[config.mk]
export PLATFORM = sky130hd
export DESIGN_NAME = character_lcd_4bit_controller
export DESIGN_NICKNAME = d
export VERILOG_FILES = /design/src/rtl/core/lcd4_pkg.sv /design/src/rtl/core/character_lcd_4bit_controller.sv /design/src/rtl/core/lcd4_seq.sv
export SDC_FILE = /design/constraint.sdc
export NUM_CORES = 1
export LEC_CHECK = 0
export BUFFER_PORTS_ARGS = -buffer_cell sky130_fd_sc_hd__buf_2
export CELL_PAD_IN_SITES_DETAIL_PLACEMENT = 0
export CELL_PAD_IN_SITES_GLOBAL_PLACEMENT = 1
export CORE_MARGIN = 2
export CORE_UTILIZATION = 44
export CTS_CLUSTER_DIAMETER = 30
export DETAILED_ROUTE_END_ITERATION = 8
export PLACE_DENSITY = 0.83
export SETUP_SLACK_MARGIN = 0.1
export SLEW_MARGIN = 20
export SYNTH_ARGS = -nofsm -noshare
export SYNTH_HDL_FRONTEND = slang
export SYNTH_HIERARCHICAL = 1
export SYNTH_SLANG_ARGS = --single-unit
[constraint.sdc]
create_clock -name clock -period 4.2 [get_ports clock]
set_input_delay 0.84 -clock clock [delete_from_list [all_inputs] [get_ports clock]]
set_output_delay 0.84 -clock clock [all_outputs]
set_load 0.005 [all_outputs]
[src/rtl/core/lcd4_pkg.sv]
// Shared types, codes and constants for the character LCD controller.
// No dependencies; imported by the sequencer and the top level.
package lcd4_pkg;

   localparam int TIMER_BITS = 16;

   typedef logic [TIMER_BITS-1:0] timer_type;
   typedef logic [4:0]            step_type;

   localparam step_type STEP_IDLE       = 5'd0;
   localparam step_type STEP_POWER      = 5'd1;
   localparam step_type STEP_INIT_FIRST = 5'd2;
   localparam step_type STEP_INIT_LAST  = 5'd10;
   localparam step_type STEP_USER       = 5'd11;

   typedef enum logic [1:0] {
      CMD_TICK   = 2'd0,
      CMD_INIT   = 2'd1,
      CMD_WRITE  = 2'd2,
      CMD_CURSOR = 2'd3
   } cmd_type;

   typedef enum logic [1:0] {
      STROBE_NONE = 2'd0,
      STROBE_HIGH = 2'd1,
      STROBE_LOW  = 2'd2
   } strobe_type;

   typedef enum logic [1:0] {
      REG_POWER_UP_WAIT = 2'd0,
      REG_LONG_WAIT     = 2'd1,
      REG_COMMAND_WAIT  = 2'd2,
      REG_ENABLE_PHASE  = 2'd3
   } reg_index_type;

   localparam logic [15:0] POWER_UP_WAIT_RESET = 16'd50000;
   localparam logic [15:0] LONG_WAIT_RESET     = 16'd5000;
   localparam logic [15:0] COMMAND_WAIT_RESET  = 16'd1000;
   localparam logic [7:0]  ENABLE_PHASE_RESET  = 8'd20;

   localparam logic [3:0] INIT_NIBBLE_ITEMS = 4'd4;

   typedef struct packed {
      logic [15:0] power_up_wait_us;
      logic [15:0] long_wait_us;
      logic [15:0] command_wait_us;
      logic [7:0]  enable_phase_us;
   } cfg_type;

   typedef struct packed {
      logic       rs_pin;
      logic       enable_pin;
      logic [3:0] data_pins;
      logic       busy_res;
      logic       rejected;
   } result_type;

   // init sequence: four wake-up nibbles then five command bytes
   function automatic logic [7:0] init_item(input logic [3:0] k);
      logic [7:0] v;
      unique case (k)
         4'd0:    v = 8'h03;
         4'd1:    v = 8'h03;
         4'd2:    v = 8'h03;
         4'd3:    v = 8'h02;
         4'd4:    v = 8'h28;
         4'd5:    v = 8'h08;
         4'd6:    v = 8'h01;
         4'd7:    v = 8'h06;
         4'd8:    v = 8'h0C;
         default: v = 8'h00;
      endcase
      return v;
   endfunction

   function automatic timer_type load_timer(input logic [15:0] v);
      logic [TIMER_BITS+15:0] wide;
      wide = {{TIMER_BITS{1'b0}}, v};
      return wide[TIMER_BITS-1:0];
   endfunction

endpackage

[src/rtl/core/character_lcd_4bit_controller.sv]
// Top level of the 4-bit character LCD controller: CSR port, sequencer, output stage.
// Depends on lcd4_pkg and lcd4_seq.
//
// One item is accepted every cycle while req_stall is low. Each item (tick or
// request) updates the sequencer state, and its result is registered in the
// output stage that drives the rsp_ side. A two-entry output stage (result
// register plus skid register) lets a new item enter while a result waits;
// req_stall rises only when both entries are full. Timing on the LCD pins is
// counted in tick items, not clock cycles.
module character_lcd_4bit_controller (
   input  logic        clock,
   input  logic        reset,
   input  logic        req_valid,
   output logic        req_stall,
   input  logic [1:0]  req_cmd,
   input  logic [7:0]  req_char_code,
   input  logic        req_row,
   input  logic [5:0]  req_col,
   output logic        rsp_valid,
   input  logic        rsp_stall,
   output logic        rsp_rs_pin,
   output logic        rsp_enable_pin,
   output logic [3:0]  rsp_data_pins,
   output logic        rsp_busy_res,
   output logic        rsp_rejected,
   input  logic        csr_psel,
   input  logic        csr_penable,
   input  logic        csr_pwrite,
   input  logic [3:0]  csr_paddr,
   input  logic [31:0] csr_pwdata,
   output logic [31:0] csr_prdata,
   output logic        csr_pready
);
   import lcd4_pkg::*;

   cfg_type    cfg_ff;
   result_type result;
   result_type main_ff;
   result_type skid_ff;
   logic       main_valid_ff;
   logic       skid_valid_ff;
   logic       accept;
   logic       csr_write;

   // configuration registers
   assign csr_pready = 1'b1;
   assign csr_write  = csr_psel & csr_penable & csr_pwrite;

   always_ff @(posedge clock) begin
      if (reset) begin
         cfg_ff.power_up_wait_us <= POWER_UP_WAIT_RESET;
         cfg_ff.long_wait_us     <= LONG_WAIT_RESET;
         cfg_ff.command_wait_us  <= COMMAND_WAIT_RESET;
         cfg_ff.enable_phase_us  <= ENABLE_PHASE_RESET;
      end else if (csr_write) begin
         unique case (reg_index_type'(csr_paddr[3:2]))
            REG_POWER_UP_WAIT: cfg_ff.power_up_wait_us <= csr_pwdata[15:0];
            REG_LONG_WAIT:     cfg_ff.long_wait_us     <= csr_pwdata[15:0];
            REG_COMMAND_WAIT:  cfg_ff.command_wait_us  <= csr_pwdata[15:0];
            REG_ENABLE_PHASE:  cfg_ff.enable_phase_us  <= csr_pwdata[7:0];
            default: ;
         endcase
      end
   end

   always_comb begin
      unique case (reg_index_type'(csr_paddr[3:2]))
         REG_POWER_UP_WAIT: csr_prdata = {16'd0, cfg_ff.power_up_wait_us};
         REG_LONG_WAIT:     csr_prdata = {16'd0, cfg_ff.long_wait_us};
         REG_COMMAND_WAIT:  csr_prdata = {16'd0, cfg_ff.command_wait_us};
         REG_ENABLE_PHASE:  csr_prdata = {24'd0, cfg_ff.enable_phase_us};
         default:           csr_prdata = '0;
      endcase
   end

   assign req_stall = skid_valid_ff;
   assign accept    = req_valid & ~skid_valid_ff;

   lcd4_seq u_seq (
      .clock     (clock),
      .reset     (reset),
      .accept    (accept),
      .cmd       (req_cmd),
      .char_code (req_char_code),
      .row       (req_row),
      .col       (req_col),
      .cfg       (cfg_ff),
      .result    (result)
   );

   // output stage: result register with a skid entry behind it
   always_ff @(posedge clock) begin
      if (reset) begin
         main_valid_ff <= 1'b0;
         skid_valid_ff <= 1'b0;
      end else if (skid_valid_ff) begin
         if (!rsp_stall) begin
            skid_valid_ff <= 1'b0;
         end
      end else if (accept) begin
         if (main_valid_ff && rsp_stall) begin
            skid_valid_ff <= 1'b1;
         end else begin
            main_valid_ff <= 1'b1;
         end
      end else if (!rsp_stall) begin
         main_valid_ff <= 1'b0;
      end
   end

   always_ff @(posedge clock) begin
      if (skid_valid_ff) begin
         if (!rsp_stall) main_ff <= skid_ff;
      end else if (accept) begin
         if (main_valid_ff && rsp_stall) skid_ff <= result;
         else                            main_ff <= result;
      end
   end

   assign rsp_valid      = main_valid_ff;
   assign rsp_rs_pin     = main_ff.rs_pin;
   assign rsp_enable_pin = main_ff.enable_pin;
   assign rsp_data_pins  = main_ff.data_pins;
   assign rsp_busy_res   = main_ff.busy_res;
   assign rsp_rejected   = main_ff.rejected;

endmodule

[src/rtl/core/lcd4_seq.sv]
// Sequencer state and next-state logic for the character LCD controller.
// Depends on lcd4_pkg; each accepted item updates the state registers.
module lcd4_seq (
   input  logic                clock,
   input  logic                reset,
   input  logic                accept,
   input  logic [1:0]          cmd,
   input  logic [7:0]          char_code,
   input  logic                row,
   input  logic [5:0]          col,
   input  lcd4_pkg::cfg_type   cfg,
   output lcd4_pkg::result_type result
);
   import lcd4_pkg::*;

   step_type   step_ff,      step_in;
   strobe_type phase_ff,     phase_in;
   timer_type  timer_ff,     timer_in;
   logic [7:0] byte_hold_ff, byte_hold_in;
   logic       low_next_ff,  low_next_in;
   logic       rs_ff,        rs_in;
   logic       en_ff,        en_in;
   logic [3:0] nibble_ff,    nibble_in;

   always_ff @(posedge clock) begin
      if (reset) begin
         step_ff      <= STEP_IDLE;
         phase_ff     <= STROBE_NONE;
         timer_ff     <= '0;
         byte_hold_ff <= '0;
         low_next_ff  <= 1'b0;
         rs_ff        <= 1'b0;
         en_ff        <= 1'b0;
         nibble_ff    <= '0;
      end else if (accept) begin
         step_ff      <= step_in;
         phase_ff     <= phase_in;
         timer_ff     <= timer_in;
         byte_hold_ff <= byte_hold_in;
         low_next_ff  <= low_next_in;
         rs_ff        <= rs_in;
         en_ff        <= en_in;
         nibble_ff    <= nibble_in;
      end
   end

   always_comb begin
      logic       busy;
      logic       rej;
      logic       nib_start;
      logic [3:0] nib_val;
      logic       byte_start;
      logic [7:0] byte_val;
      logic       item_start;
      logic [3:0] item_k;
      logic [7:0] item_v;
      timer_type  t;

      step_in      = step_ff;
      phase_in     = phase_ff;
      timer_in     = timer_ff;
      byte_hold_in = byte_hold_ff;
      low_next_in  = low_next_ff;
      rs_in        = rs_ff;
      en_in        = en_ff;
      nibble_in    = nibble_ff;
      busy         = (step_ff != STEP_IDLE);
      rej          = 1'b0;
      nib_start    = 1'b0;
      nib_val      = '0;
      byte_start   = 1'b0;
      byte_val     = '0;
      item_start   = 1'b0;
      item_k       = '0;
      t            = timer_ff;

      unique case (cmd_type'(cmd))
         CMD_TICK: begin
            if (busy) begin
               if (t != '0) t = t - TIMER_BITS'(1);
               timer_in = t;
               if (t == '0) begin
                  priority if (step_ff == STEP_POWER) begin
                     step_in    = STEP_INIT_FIRST;
                     item_start = 1'b1;
                     item_k     = '0;
                  end else if (phase_ff == STROBE_HIGH) begin
                     en_in    = 1'b0;
                     phase_in = STROBE_LOW;
                     timer_in = load_timer({8'd0, cfg.enable_phase_us});
                  end else if (phase_ff == STROBE_LOW) begin
                     if (low_next_ff) begin
                        low_next_in = 1'b0;
                        nib_start   = 1'b1;
                        nib_val     = byte_hold_ff[3:0];
                     end else begin
                        phase_in = STROBE_NONE;
                        if (step_ff == STEP_USER) begin
                           step_in  = STEP_IDLE;
                           timer_in = '0;
                        end else if (step_ff == STEP_INIT_FIRST) begin
                           timer_in = load_timer(cfg.long_wait_us);
                        end else begin
                           timer_in = load_timer(cfg.command_wait_us);
                        end
                     end
                  end else if (step_ff >= STEP_INIT_LAST || step_ff < STEP_INIT_FIRST) begin
                     step_in  = STEP_IDLE;
                     timer_in = '0;
                  end else begin
                     step_in    = step_ff + 5'd1;
                     item_start = 1'b1;
                     item_k     = 4'(step_ff - STEP_POWER);
                  end
               end
            end
         end
         CMD_INIT: begin
            if (busy) begin
               rej = 1'b1;
            end else begin
               step_in     = STEP_POWER;
               phase_in    = STROBE_NONE;
               low_next_in = 1'b0;
               rs_in       = 1'b0;
               en_in       = 1'b0;
               timer_in    = load_timer(cfg.power_up_wait_us);
            end
         end
         CMD_WRITE: begin
            if (busy) begin
               rej = 1'b1;
            end else begin
               step_in    = STEP_USER;
               rs_in      = 1'b1;
               byte_start = 1'b1;
               byte_val   = char_code;
            end
         end
         CMD_CURSOR: begin
            if (busy) begin
               rej = 1'b1;
            end else begin
               step_in    = STEP_USER;
               rs_in      = 1'b0;
               byte_start = 1'b1;
               byte_val   = {1'b1, row, col};
            end
         end
         default: ;
      endcase

      item_v = init_item(item_k);
      if (item_start) begin
         if (item_k < INIT_NIBBLE_ITEMS) begin
            low_next_in = 1'b0;
            nib_start   = 1'b1;
            nib_val     = item_v[3:0];
         end else begin
            byte_start = 1'b1;
            byte_val   = item_v;
         end
      end

      if (byte_start) begin
         byte_hold_in = byte_val;
         low_next_in  = 1'b1;
         nib_start    = 1'b1;
         nib_val      = byte_val[7:4];
      end

      if (nib_start) begin
         nibble_in = nib_val;
         en_in     = 1'b1;
         phase_in  = STROBE_HIGH;
         timer_in  = load_timer({8'd0, cfg.enable_phase_us});
      end

      result.rs_pin     = rs_in;
      result.enable_pin = en_in;
      result.data_pins  = nibble_in;
      result.busy_res   = (step_in != STEP_IDLE);
      result.rejected   = rej;
   end

endmodule

==> flow_summary.ini, run 1 <==
[flow_run]
maxCapViolCount = 0

[clock_network]
numCtsBuffers = 9
h-tree-depth = 3
cts-resized-gates = 0
clk_pin_slew_worst_paths_ns = 0.08
clock-sinks = 108
cts_root_buffer = clkbuf_16
post_cts_buffers = 0
ctsHoldBuffers = 0
cts_tree = built
clock_path_buffers = 2
clock_latency_ns = 0.36

[floorplan]
start_util = 0.4450
die_height_um = 127.3
num_rows = 45
core-area_mm2 = 0.01503
fp.dieArea_mm2 = 0.01621
ios = 103
die_w_um = 127.3

[final_layout]
layout_common_cells = dfxtp_1, mux2i_1, nor2_1, buf_2, nand2b_1
nets = 868
syn2layout_area_growth_pct = 9.781
antennaDiodeCount = 0
layout_commonest_cell = dfxtp_1
final_cells = 993
drive_gt1_frac = 0.1814

[worst_setup_path]
worstSetupStartpointType = flip-flop
r2r_cells = 12
crit_required_ns = 4.32
crit_fanout = 8
arrival_ns = 3.96
crit_type = flip-flop to flip-flop
endpoint_kind = flip-flop
r2r_slack_ns = 0.36
r2r_end = rsp_busy_res
regToRegStartpoint = u_seq/timer_ff[0]

[worst_hold_path]
worstHoldStart = u_seq/byte_hold_ff[0]
hold-path-endpoint = u_seq/byte_hold_ff[0]
hold_path_depth = 2
hp-class = flip-flop to flip-flop

[power_and_ir_drop]
swShare = 0.3631
p_comb_frac = 0.353
p_switching_uw = 1122
power.density_mw_per_mm2 = 420.6
clockPowerShare = 0.270
leakagePower_uw = 0.003061
ir_drop_uv = 265.7
seq_power_share = 0.377
p_int_uw = 1967

[yosys]
syn-instance-count = 754
yosysTopAreaCell = dfxtp_1
synth_top_flop_cell = dfxtp_1
syn_area_mm2 = 0.006690
yosysSeqAreaShare = 0.3471
synth_top_area_frac = 0.2753
avgSynthCellArea_um2 = 8.873
ys_types = 77
yosys_register_bits = 108
synth_edf_count = 16
ys_warn_count = 6
async_reset_ff_frac = 0
ys_top_cells_by_area = dfxtp_1, mux2i_1, edfxtp_1, nand2b_1, nor2_1

[sta]
maxSlewViolCount = 0
tightest_slew_ns = 1.002
hold_viol = 0
fin_crit_sh = 0.9146
max_slew_margin = 0.3322
period_needed_ns = 3.841
clock_skew_ns = 0.01168
setup_tns_ns = 0
finalSetupViolations = 0
fmax_mhz = 260.3
rsz0062_at_grt = false

[global_routing]
grt_antenna_before_repair = 0
grt_usage = 0.2312
grt_pass1_wl_um = 29930
grt_max_degree = 82
grt_overflow = 0
grt_pass1_vias = 5632

[drt]
drcViolationCount = 0
vias = 5858
drt_wl_total_um = 18580
drtPass1Iterations = 5
drt-initial-drc-count = 472
avgViaCountPerCell = 5.899
wl_per_cell_um = 18.71
drtAntennaViolNets = 0

[place]
numPortBuffers = 67
hpwl_um = 13600
place_congestion = 0.9248
dp_cells = 977

[run_status]
status = finished clean
-- logic make-up after synthesis --
logic type / after synthesis / synth area share
buffers and inverters: 80 / 0.07069
AO/OA/AOI/OAI: 168 / 0.1687
flip-flops: 108 / 0.3471
other: 2 / 0.001123
adder cells (fa/ha/maj): 8 / 0.01496
multiplexers: 107 / 0.1769
AND/OR/NAND/NOR: 277 / 0.2153
XOR/XNOR: 4 / 0.005238
-- flip-flops by register name, summed over array words and instances, names as in the netlist --
name / flops
cfg_ff: 56
u_seq/timer_ff: 16
skid_ff: 8
u_seq/step_ff: 5
rsp_data_pins: 4
u_seq/byte_hold_ff: 4
u_seq/nibble_ff: 4
u_seq/phase_ff: 2
req_stall: 1
rsp_busy_res: 1
rsp_enable_pin: 1
rsp_rejected: 1
rsp_rs_pin: 1
rsp_valid: 1
u_seq/en_ff: 1
u_seq/low_next_ff: 1
u_seq/rs_ff: 1
-- cell usage after synthesis (3+ instances only) --
master     instances
nand2_1           40
nand3_1           11
a22oi_1           11
nor3_1            18
buf_2             10
or4_1              5
nand2b_1          57
and3_1             5
nor3b_1            3
or2_2              7
a31oi_1            8
nor2_1            89
a2111oi_0          3
mux2i_1           89
dfxtp_1           92
nor4_1             6
buf_6              7
a21oi_1           28
and2_1             3
o21ai_0           47
o22ai_1            5
or3_1              8
mux2_2            10
clkbuf_1          23
o21a_1             4
ha_1               8
nand4_1            4
a21o_1             3
o31ai_1            9
inv_1             13
nor2b_1            4
edfxtp_1          16
xnor2_1            3
a211oi_1           9
buf_4             23
a221oi_1           9
a22o_1             7
mux4_2             8
-- area by class of cell --
type	instances	area, µm²
repair buffers	87	485.5
clock buffers	9	225.2
multi-input cells	581	3965
clock inverters	7	62.56
well taps	188	235.2
inverters	13	48.80
flip-flops and latches	108	2322
fillers	1452	7689
-- through the flow --
step | area (µm²) | hold slack (ns) | total power (µW) | setup WS (ns) | utilization
after floorplan | 6746 | 0.4282 | 1977 | 0.5601 | -
after global placement | 7043 | 0.4506 | 2246 | 0.3790 | 0.4685
after detailed placement | 7043 | 0.4587 | 2255 | 0.3062 | 0.4685
after CTS | 7331 | 0.4756 | 3083 | 0.2603 | 0.4876
after global routing | 7345 | 0.5068 | 3273 | 0.1410 | 0.4886
final | 7345 | 0.4750 | 3089 | 0.3588 | 0.4886
-- critical path, stage by stage, from the launching register on --
cell      delay, ns
dfxtp_1        0.31
buf_4          0.15
nor4_1         0.44
nand2_1        0.21
nor3_1         0.51
nor4_2         0.13
o2111a_2       0.33
nand2_1        0.24
nor2_1         0.13
buf_4          0.17
a221oi_1       0.35
nand4_1        0.28
mux2_2         0.34
-- power by group through the flow --
stage	Clock, µW	Sequential (µW)	Combinational [µW]
6_report	833	1170	1090
5_1_grt	888	1170	1210
4_1_cts	841	1160	1080
3_5_place_dp	0	1190	1070
3_3_place_gp	0	1190	1060
2_1_floorplan	0	1160	813
-- worst max path at each step --
| stage | start | end | slack (ns) | depth (start not counted) |
|---|---|---|---|---|
| floorplan | u_seq/timer_ff[0] | rsp_busy_res | 0.56 | 13 |
| global placement | u_seq/timer_ff[1] | rsp_busy_res | 0.38 | 13 |
| detailed placement | u_seq/timer_ff[1] | u_seq/timer_ff[13] | 0.31 | 12 |
| CTS | u_seq/timer_ff[1] | u_seq/timer_ff[13] | 0.26 | 12 |
| global route | u_seq/timer_ff[1] | rsp_busy_res | 0.14 | 13 |
| finish | u_seq/timer_ff[0] | rsp_busy_res | 0.36 | 12 |
-- layer usage --
metal | wire length, µm | global-route usage | vias up
li1 | - | - | 2808
met1 | 8701 | 0.3231 | 2845
met2 | 8920 | 0.3781 | 189
met3 | 727 | 0.02429 | 16
met4 | 226 | 0.07175 | 0
met5 | 0 | 0 | -
No activity file was read; power rests on OpenSTA's default activity.
==> inputs of run 2 (changes only) <==
PLACE_DENSITY = 0.82   (was 0.83)
==> flow_summary.ini, run 2 (synthesis gave the netlist of run 1 again) <==
[power_and_ir_drop]
swShare = 0.3521
clockPowerShare = 0.278
ir_drop_uv = 238.7
power.density_mw_per_mm2 = 428.0
p_int_uw = 2052
p_comb_frac = 0.356
seq_power_share = 0.366
p_switching_uw = 1115
leakagePower_uw = 0.003090

[clock_network]
clk_pin_slew_worst_paths_ns = 0.07
clock-sinks = 108
numCtsBuffers = 9
cts_root_buffer = clkbuf_16
h-tree-depth = 3
cts_tree = built
clock_latency_ns = 0.36
clock_path_buffers = 2

[final_layout]
nets = 873
multi_input_area_mm2 = 0.003958
layout_commonest_cell = dfxtp_1
fillers = 1385
regArea_mm2 = 0.002322
top_regs = cfg_ff x56, u_seq/timer_ff x16, skid_ff x8
largest_reg_flops = 56
syn2layout_area_growth_pct = 10.60
final_cells = 998
antennaDiodeCount = 0
regMostFlops = cfg_ff
drive_gt1_frac = 0.1852
layout_common_cells = dfxtp_1, mux2i_1, nor2_1, buf_2, nand2b_1

[worst_setup_path]
arrival_ns = 3.93
worstSetupStartpointType = flip-flop
crit_type = flip-flop to flip-flop
crit_required_ns = 4.31
cp_cell_sequence = inv_1 -> ha_1 -> or3b_1 -> nor4_4 -> nor3_1 -> nor4_1 -> o2111ai_1 -> nor2_1 -> nand2_1 -> a221oi_2 -> nand4_1 -> mux2_2
crit_family = simple AND/OR/NAND/NOR gates
critPathBufInv = 1
endpoint_kind = flip-flop
cpPeakStageDelay_ns = 0.46
crit_fanout = 6
critical_path.slowest_cell = or3b_1

[global_routing]
grt_max_degree = 81
grt_usage = 0.2265
grt_overflow = 0
grt_pass1_wl_um = 29480
grt_pass1_vias = 5718
grt_antenna_before_repair = 0

[floorplan]
start_util = 0.4450
ios = 103
die_w_um = 127.3
core-area_mm2 = 0.01503
die_height_um = 127.3
num_rows = 45
fp.dieArea_mm2 = 0.01621

[sta]
period_needed_ns = 3.822
maxSlewViolCount = 0
rsz0062_at_grt = false
whs_ns = 0.4716
clock_skew_ns = 0.006090
finalSetupViolations = 0
hold_viol = 0
max_slew_margin = 0.3367
fin_crit_sh = 0.9099
fmax_mhz = 261.7
setup_tns_ns = 0
tightest_slew_ns = 0.9950

[place]
hpwl_um = 13450
dp_cells = 982
place_congestion = 0.9522
numPortBuffers = 67

[flow_run]
maxCapViolCount = 0

[run_status]
status = finished clean

[drt]
drt_wl_total_um = 18180
vias = 5817
drtAntennaViolNets = 0
drt-initial-drc-count = 581
wl_per_cell_um = 18.21
avgViaCountPerCell = 5.829
drtPass1Iterations = 5
drcViolationCount = 0

[worst_hold_path]
hp-class = flip-flop to flip-flop
[run 2: worst paths after layout]
check	endpoint	slack (ns)	from	depth (start not counted)
worst min register to register	u_seq/byte_hold_ff[0]	0.47	u_seq/byte_hold_ff[0]	2
worst max-delay path	rsp_busy_res	0.38	u_seq/timer_ff[1]	12
worst min-delay path	u_seq/byte_hold_ff[0]	0.47	u_seq/byte_hold_ff[0]	2
worst max register to register	rsp_busy_res	0.38	u_seq/timer_ff[1]	12
[run 2: routing by layer]
metal	GRT usage	share of wire
met1	0.3069	0.46
met2	0.3665	0.48
met3	0.03099	0.036
met4	0.09114	0.017
met5	0	0
[run 2: layout make-up]
| type | instances | area share |
|---|---|---|
| multi-input cells | 581 | 0.5348 |
| flip-flops and latches | 108 | 0.3138 |
| repair buffers | 92 | 0.07068 |
| well taps | 188 | 0.03179 |
| clock buffers | 9 | 0.03044 |
| clock inverters | 7 | 0.01184 |
| inverters | 13 | 0.006595 |
[run 2: tightest hold or removal path: stages (launching register included)]
cell and delay [ns]:
dfxtp_1 0.32, inv_1 0.05, a211oi_1 0.05
[run 2: power by group through the flow]
stage | sequential, µW | combinational (µW) | clock (µW)
floorplan | 1160 | 813 | 0
global placement | 1180 | 1100 | 0
detailed placement | 1180 | 1100 | 0
CTS | 1160 | 1110 | 902
global route | 1170 | 1230 | 940
finish | 1160 | 1130 | 882
[run 2: stage by stage]
step                      instance area (µm²)  power [µW]  setup WS, ns  utilization
after CTS                                7393        3167        0.3575       0.4918
after floorplan                          6746        1977        0.5601            -
after detailed placement                 7081        2280        0.3812       0.4710
after global placement                   7081        2273        0.3735       0.4710
after global routing                     7400        3341        0.1077       0.4922
final                                    7400        3167        0.3785       0.4922
[run 2: what timing repair did]
action,4_1_cts,5_1_grt
buffers inserted,0,0
resized for setup,0,1
setup endpoints to repair,0,1
hold buffers,0,0
